`src/rtl/tcw_pkg.sv`:
```
// ----------------------------------------------------------------------------
// tcw_pkg
// shared types and codes for the text console writer
// ----------------------------------------------------------------------------
package tcw_pkg;

    // operation codes of an input word
    localparam logic [1:0] OP_PUT   = 2'd0;
    localparam logic [1:0] OP_ERASE = 2'd1;
    localparam logic [1:0] OP_READ  = 2'd2;

    // special character bytes
    localparam logic [7:0] CH_CLEAR   = 8'h00;
    localparam logic [7:0] CH_NEWLINE = 8'h0A;

    // attribute written with every put character
    localparam logic [7:0] TEXT_ATTR = 8'h07;

    // one screen cell: attribute in the high byte, character in the low byte
    typedef struct packed {
        logic [7:0] attr;
        logic [7:0] ch;
    } t_cell;

    // screen store strobes
    typedef struct packed {
        logic we;
        logic re;
    } t_ram_ctl;

endpackage

```
`src/rtl/tcw_engine.sv`:
```
// ----------------------------------------------------------------------------
// tcw_engine
// cursor registers and sequencer for puts, erases, reads, scroll and clear
// ----------------------------------------------------------------------------
module tcw_engine
    import tcw_pkg::*;
#(
    parameter  int COLUMNS = 80,
    parameter  int ROWS    = 25,
    localparam int CELLS   = ROWS * COLUMNS,
    localparam int ROW_W   = $clog2(ROWS + 1),
    localparam int COL_W   = $clog2(COLUMNS + 1),
    localparam int ADDR_W  = $clog2(CELLS)
) (
    input  logic              i_clk,
    input  logic              i_rst_n,
    input  logic              i_in_valid,
    output logic              o_in_ready,
    input  logic [1:0]        i_opcode,
    input  logic [7:0]        i_char_code,
    input  logic [ROW_W-1:0]  i_row,
    input  logic [COL_W-1:0]  i_col,
    input  logic              i_out_free,
    output logic              o_res_valid,
    output t_cell             o_res_cell,
    output logic [ROW_W-1:0]  o_cur_row,
    output logic [COL_W-1:0]  o_cur_col,
    output t_ram_ctl          o_ram,
    output logic [ADDR_W-1:0] o_wr_addr,
    output t_cell             o_wr_data,
    output logic [ADDR_W-1:0] o_rd_addr,
    input  t_cell             i_rd_data
);

    localparam logic [2:0] S_IDLE  = 3'd0;
    localparam logic [2:0] S_WRITE = 3'd1;
    localparam logic [2:0] S_READ  = 3'd2;
    localparam logic [2:0] S_DONE  = 3'd3;
    localparam logic [2:0] S_SWEEP = 3'd4;
    localparam logic [2:0] S_FLUSH = 3'd5;

    localparam logic [ADDR_W-1:0] LAST_CELL  = ADDR_W'(CELLS - 1);
    localparam logic [ADDR_W-1:0] BOTTOM_ROW = ADDR_W'(CELLS - COLUMNS);
    localparam logic [ADDR_W-1:0] ROW_STEP   = ADDR_W'(COLUMNS);

    logic [2:0]        r_state, n_state;
    logic [2:0]        r_after, n_after;
    logic              r_copy, n_copy;
    logic [ROW_W-1:0]  r_row, n_row;
    logic [COL_W-1:0]  r_col, n_col;
    logic [ADDR_W-1:0] r_cnt, n_cnt;
    logic              r_wr_pend, n_wr_pend;
    logic              r_wr_zero, n_wr_zero;
    logic [ADDR_W-1:0] r_wr_addr, n_wr_addr;
    t_cell             r_wdata, n_wdata;
    logic              r_adv, n_adv;

    logic              accept;
    logic              in_range;
    logic              new_line;
    logic              at_bottom;
    logic              sweep_bottom;
    logic [ADDR_W-1:0] cur_addr;
    logic [ADDR_W-1:0] in_addr;

    assign o_in_ready = (r_state == S_IDLE);
    assign accept     = i_in_valid && o_in_ready;

    assign cur_addr = ADDR_W'(ADDR_W'(r_row) * ROW_STEP + ADDR_W'(r_col));
    assign in_addr  = ADDR_W'(ADDR_W'(i_row) * ROW_STEP + ADDR_W'(i_col));
    assign in_range = (i_row < ROW_W'(ROWS)) && (i_col < COL_W'(COLUMNS));

    // lazy wrap: a pending column past the edge behaves like a newline
    assign new_line     = (i_char_code == CH_NEWLINE) || (r_col >= COL_W'(COLUMNS));
    assign at_bottom    = (r_row == ROW_W'(ROWS - 1));
    assign sweep_bottom = (r_cnt >= BOTTOM_ROW);

    always_comb begin
        n_state     = r_state;
        n_after     = r_after;
        n_copy      = r_copy;
        n_row       = r_row;
        n_col       = r_col;
        n_cnt       = r_cnt;
        n_wr_pend   = 1'b0;
        n_wr_zero   = r_wr_zero;
        n_wr_addr   = r_wr_addr;
        n_wdata     = r_wdata;
        n_adv       = r_adv;
        o_res_valid = 1'b0;
        o_res_cell  = '0;
        o_ram.re    = 1'b0;
        o_ram.we    = 1'b0;
        o_rd_addr   = ADDR_W'(r_cnt + ROW_STEP);
        o_wr_addr   = r_wr_addr;
        o_wr_data   = r_wr_zero ? t_cell'('0) : i_rd_data;

        // delayed sweep write, data arrives in the cycle after its read
        if (r_wr_pend) begin
            o_ram.we = 1'b1;
        end

        unique case (r_state)
            S_IDLE: begin
                if (accept) begin
                    case (i_opcode)
                        OP_PUT: begin
                            n_wdata = '{attr: TEXT_ATTR, ch: i_char_code};
                            n_adv   = 1'b1;
                            if (i_char_code == CH_CLEAR) begin
                                n_row   = '0;
                                n_col   = '0;
                                n_cnt   = '0;
                                n_copy  = 1'b0;
                                n_after = S_DONE;
                                n_state = S_SWEEP;
                            end else if (new_line) begin
                                n_col = '0;
                                if (at_bottom) begin
                                    n_cnt   = '0;
                                    n_copy  = 1'b1;
                                    n_after = (i_char_code == CH_NEWLINE) ? S_DONE : S_WRITE;
                                    n_state = S_SWEEP;
                                end else begin
                                    n_row   = ROW_W'(r_row + ROW_W'(1));
                                    n_state = (i_char_code == CH_NEWLINE) ? S_DONE : S_WRITE;
                                end
                            end else begin
                                n_state = S_WRITE;
                            end
                        end
                        OP_ERASE: begin
                            n_wdata = '0;
                            n_adv   = 1'b0;
                            if (r_row == '0 && r_col == '0) begin
                                n_state = S_DONE;
                            end else begin
                                if (r_col == '0) begin
                                    n_col = COL_W'(COLUMNS - 1);
                                    n_row = ROW_W'(r_row - ROW_W'(1));
                                end else begin
                                    n_col = COL_W'(r_col - COL_W'(1));
                                end
                                n_state = S_WRITE;
                            end
                        end
                        OP_READ: begin
                            if (in_range) begin
                                o_ram.re  = 1'b1;
                                o_rd_addr = in_addr;
                                n_state   = S_READ;
                            end else begin
                                n_state = S_DONE;
                            end
                        end
                        default: begin
                            n_state = S_DONE;
                        end
                    endcase
                end
            end
            S_WRITE: begin
                if (i_out_free) begin
                    o_ram.we    = 1'b1;
                    o_wr_addr   = cur_addr;
                    o_wr_data   = r_wdata;
                    n_col       = COL_W'(r_col + COL_W'(r_adv));
                    o_res_valid = 1'b1;
                    n_state     = S_IDLE;
                end
            end
            S_READ: begin
                if (i_out_free) begin
                    o_res_valid = 1'b1;
                    o_res_cell  = i_rd_data;
                    n_state     = S_IDLE;
                end
            end
            S_DONE: begin
                if (i_out_free) begin
                    o_res_valid = 1'b1;
                    n_state     = S_IDLE;
                end
            end
            S_SWEEP: begin
                // copy rows up one and zero the bottom row, or zero everything when not copying
                o_ram.re  = r_copy && !sweep_bottom;
                n_wr_pend = 1'b1;
                n_wr_addr = r_cnt;
                n_wr_zero = !r_copy || sweep_bottom;
                if (r_cnt == LAST_CELL) begin
                    n_state = S_FLUSH;
                end else begin
                    n_cnt = ADDR_W'(r_cnt + ADDR_W'(1));
                end
            end
            S_FLUSH: begin
                n_state = r_after;
            end
            default: begin
                n_state = S_IDLE;
            end
        endcase
    end

    assign o_cur_row = n_row;
    assign o_cur_col = n_col;

    always_ff @(posedge i_clk) begin
        if (!i_rst_n) begin
            r_state   <= S_SWEEP;
            r_after   <= S_IDLE;
            r_copy    <= 1'b0;
            r_row     <= '0;
            r_col     <= '0;
            r_cnt     <= '0;
            r_wr_pend <= 1'b0;
        end else begin
            r_state   <= n_state;
            r_after   <= n_after;
            r_copy    <= n_copy;
            r_row     <= n_row;
            r_col     <= n_col;
            r_cnt     <= n_cnt;
            r_wr_pend <= n_wr_pend;
        end
    end

    always_ff @(posedge i_clk) begin
        r_wr_zero <= n_wr_zero;
        r_wr_addr <= n_wr_addr;
        r_wdata   <= n_wdata;
        r_adv     <= n_adv;
    end

endmodule

```
`config.mk`:
```
export PLATFORM = sky130hd
export DESIGN_NAME = tcw_engine
export DESIGN_NICKNAME = d
export VERILOG_FILES = /design/src/rtl/tcw_pkg.sv /design/src/rtl/tcw_engine.sv
export SDC_FILE = /design/constraint.sdc
export NUM_CORES = 1
export LEC_CHECK = 0
export BUFFER_PORTS_ARGS = -buffer_cell sky130_fd_sc_hd__buf_2
export CORE_MARGIN = 2
export CORE_UTILIZATION = 49
export CTS_CLUSTER_SIZE = 28
export DETAILED_ROUTE_END_ITERATION = 7
export PLACE_DENSITY = 0.77
export SYNTH_ARGS = -nofsm -noshare
export SYNTH_HDL_FRONTEND = slang
export SYNTH_SLANG_ARGS = --single-unit
```
`constraint.sdc`:
```
create_clock -name i_clk -period 2.17 [get_ports i_clk]
set_input_delay 0.1085 -clock i_clk [delete_from_list [all_inputs] [get_ports i_clk]]
set_output_delay 0.1085 -clock i_clk [all_outputs]
set_load 0.005 [all_outputs]
```
==> reports/metrics.cfg <==
[status]
status = finished with violations
violations = setup timing

[clock_tree]
clk_transition_reported_paths_ns = 0.11
root_buffer = clkbuf_8
clk_latency_ns = 0.31
cts.sinks = 51
htreeDepth = 2
cts_tree = built
clk_path_buf_depth = 2
cts_made_buffers = 5

[critical_path]
worstPathArrival_ns = 2.36
cp-endpoint = o_wr_addr[8]
end_kind = primary output
worstPathRequired_ns = 2.06
worst-setup-path-type = reg -> out
reg2reg_from = r_state[0]
r2r_end = r_row[4]
worstRegToRegCells = 9
crit_path_start_kind = register
worstPathMaxFanout = 4
critPathLaunch = r_row[1]
rrSetupSlack_ns = -0.03

[logic_synthesis]
synth_common_cells = nand2_1, o21ai_0, and2_1
synth-edff-count = 21
synth_cell_types = 68
yosys_warnings = 0
synth_most_common_cell = nand2_1
synth.avg_cell_area_um2 = 7.92
synth-seq-cells = 51
synth_top_cell_by_area = edfxtp_1
synth_flop_cell = dfxtp_1
async_reset_ff_share_pct = 0
synth_cells = 569
yosysSeqAreaShare_pct = 27.3
syn-cell-area_um2 = 4510
synthDominantCellAreaShare_pct = 14.0
synthTopCellsByArea = edfxtp_1, dfxtp_1, ha_1
syn_nets = 644

[final_layout]
area_growth_pct = 47.4
layout-drive-gt1-share_pct = 43.5
fin_util_pct = 75.4
nNetsFinal = 842
diodes = 0

[timing]
clock.fmax_ghz = 0.405
finClkSkew_ns = 0.00977
finalWorstSetupSlack_ns = -0.298
slew_violations = 0
rsz0062_at_grt = true
tns_ns = -2.20
finalHoldViolCount = 0
setup_violations = 16
period_needed_ns = 2.47
worst_slew_pin_slew_ns = 0.522
relSlewSlack_pct = 65.1
period_share_pct = 114

[grt]
grt_max_degree = 31
grt_pass1_wl_um = 25300
overflow = 0
grt_usage_pct = 31.7
grt_pass1_vias = 5063
antenna_found_initial = 0

[placement]
hpwl_um = 11700
gp_congestion = 0.988
port_buffers = 111

[floorplanning]
rows = 34
io_pins = 112
die_y_um = 99.9
die_area_um2 = 9980
die_w_um = 99.9
core_area_um2 = 8810
start_util_pct = 51.2

[detailed_routing]
dr_total_vias = 5375
antenna_left = 0
drc = 0
viasPerCell = 6.14
wirelength_um = 16800
drtIter0Drc = 330
dr.pass1.iters = 5
avgRoutedWirePerCell_um = 19.2

[run]
drv_cap = 0

[pwr]
peakVddDrop_uv = 279
power.density_nw_per_um2 = 297
p_leak_uw = 0.00300

[hold_path]
hold_class = in -> reg

-- how the worst min path moves through the flow --
stage	from	end	slack (ns)	depth (start not counted)
floorplan	i_in_valid	r_state[2]	0.28	2
global placement	i_char_code[4]	r_wdata[4]	0.43	2
detailed placement	i_char_code[2]	r_wdata[2]	0.43	2
CTS	i_char_code[2]	r_wdata[2]	0.11	2
global route	i_char_code[2]	r_wdata[2]	0.12	2
finish	i_char_code[2]	r_wdata[2]	0.11	2
-- final cells by class --
type	count	area [um^2]
clock buffer	5	68.8
clock inverter	3	28.8
fill	642	2160
inverter	29	111
multi-input combinational	460	3620
sequential	51	1250
tap	108	135
timing repair buffer	220	1420
-- metal layers --
metal  global-route usage [%]  vias up  part of all wire, %
met1                     38.9     2519                   39
met2                     57.0      312                   49
met3                     4.32       59                  8.4
met5                        0        -                    0
li1                         -     2485                    -
met4                     11.1        0                  4.2
-- placed cells by master, fill, tap and decap left out, types with 4 or more instances in the layout --
cell      netlist  layout
a211oi_1        6       4
a21o_1          4       4
a21oi_1        29      25
a21oi_2         0       4
a221oi_2        0       4
a22o_1          5       5
a31oi_1        12      10
and2_1         40      40
buf_2           4     109
buf_4           1     101
buf_6           1       9
clkbuf_8        0       5
dfxtp_1        30      18
dfxtp_2         0       9
edfxtp_1       21      21
ha_1           29      16
ha_4            0      11
inv_1          29      25
mux2_2          5       4
mux2i_1         5       5
nand2_1        69      65
nand2b_1        5       5
nand3_1        16      13
nand3b_1        9       9
nand4_1         8       8
nor2_1         34      27
nor2_4          0       4
nor2b_1         5       4
nor3_1         18      16
o21a_1          5       4
o21ai_0        48      38
o21ai_1         0      10
xnor2_1        11      11
xor2_1          9       7
-- stage by stage --
stage / instance area (um^2) / hold slack (ns) / setup WS [ns] / std cells / total power, uW
final: 6640 / 0.111 / -0.298 / 876 / 1970
after global routing: 6640 / 0.120 / -0.356 / 876 / 2030
after CTS: 6350 / 0.110 / -0.354 / 859 / 1960
after detailed placement: 5650 / 0.434 / -0.266 / 835 / 1330
after global placement: 5650 / 0.425 / -0.203 / 835 / 1320
after floorplan: 4510 / 0.281 / 0.00591 / 569 / 1180
-- flip-flops by register name, indices dropped and copies added (netlist names) --
name	count
r_copy	1
r_wr_zero	1
r_col	7
r_wr_addr	11
r_row	5
r_state	3
r_wr_pend	1
r_after	2
r_wdata	9
r_cnt	11
-- worst max-delay path, stage by stage, from the launching register on --
cell and delay, ns:
dfxtp_4 0.38, ha_4 0.28, ha_4 0.13, fa_2 0.45, buf_4 0.15, buf_6 0.12, buf_4 0.13, xor2_2 0.17
o21ai_1 0.12, buf_2 0.12
-- cell families after synthesis --
kind of cell               Yosys count  share of synthesized area (%)
and+or+nand+nor                    243                           29.4
adders and majority gates           33                           9.83
xor gates and xnor gates            20                           3.89
muxes                               10                           2.36
AOI/OAI and AO/OA                  153                           21.9
buffers and inverters               59                           5.28
DFF                                 51                           27.3
-- repair_timing --
action | 4_1_cts | 5_1_grt
gates resized for setup | 107 | 39
hold buffers | 0 | 0
gates cloned | 0 | 1
buffers inserted | 16 | 17
pin swaps | 44 | 33
endpoints found under the setup margin | 38 | 40
-- report_power, final --
group          internal (uW)  switching (uW)
registers               1000            7.79
clock network            245             377
logic                    157             188
Note: power is estimated with default switching activity, not from simulation.
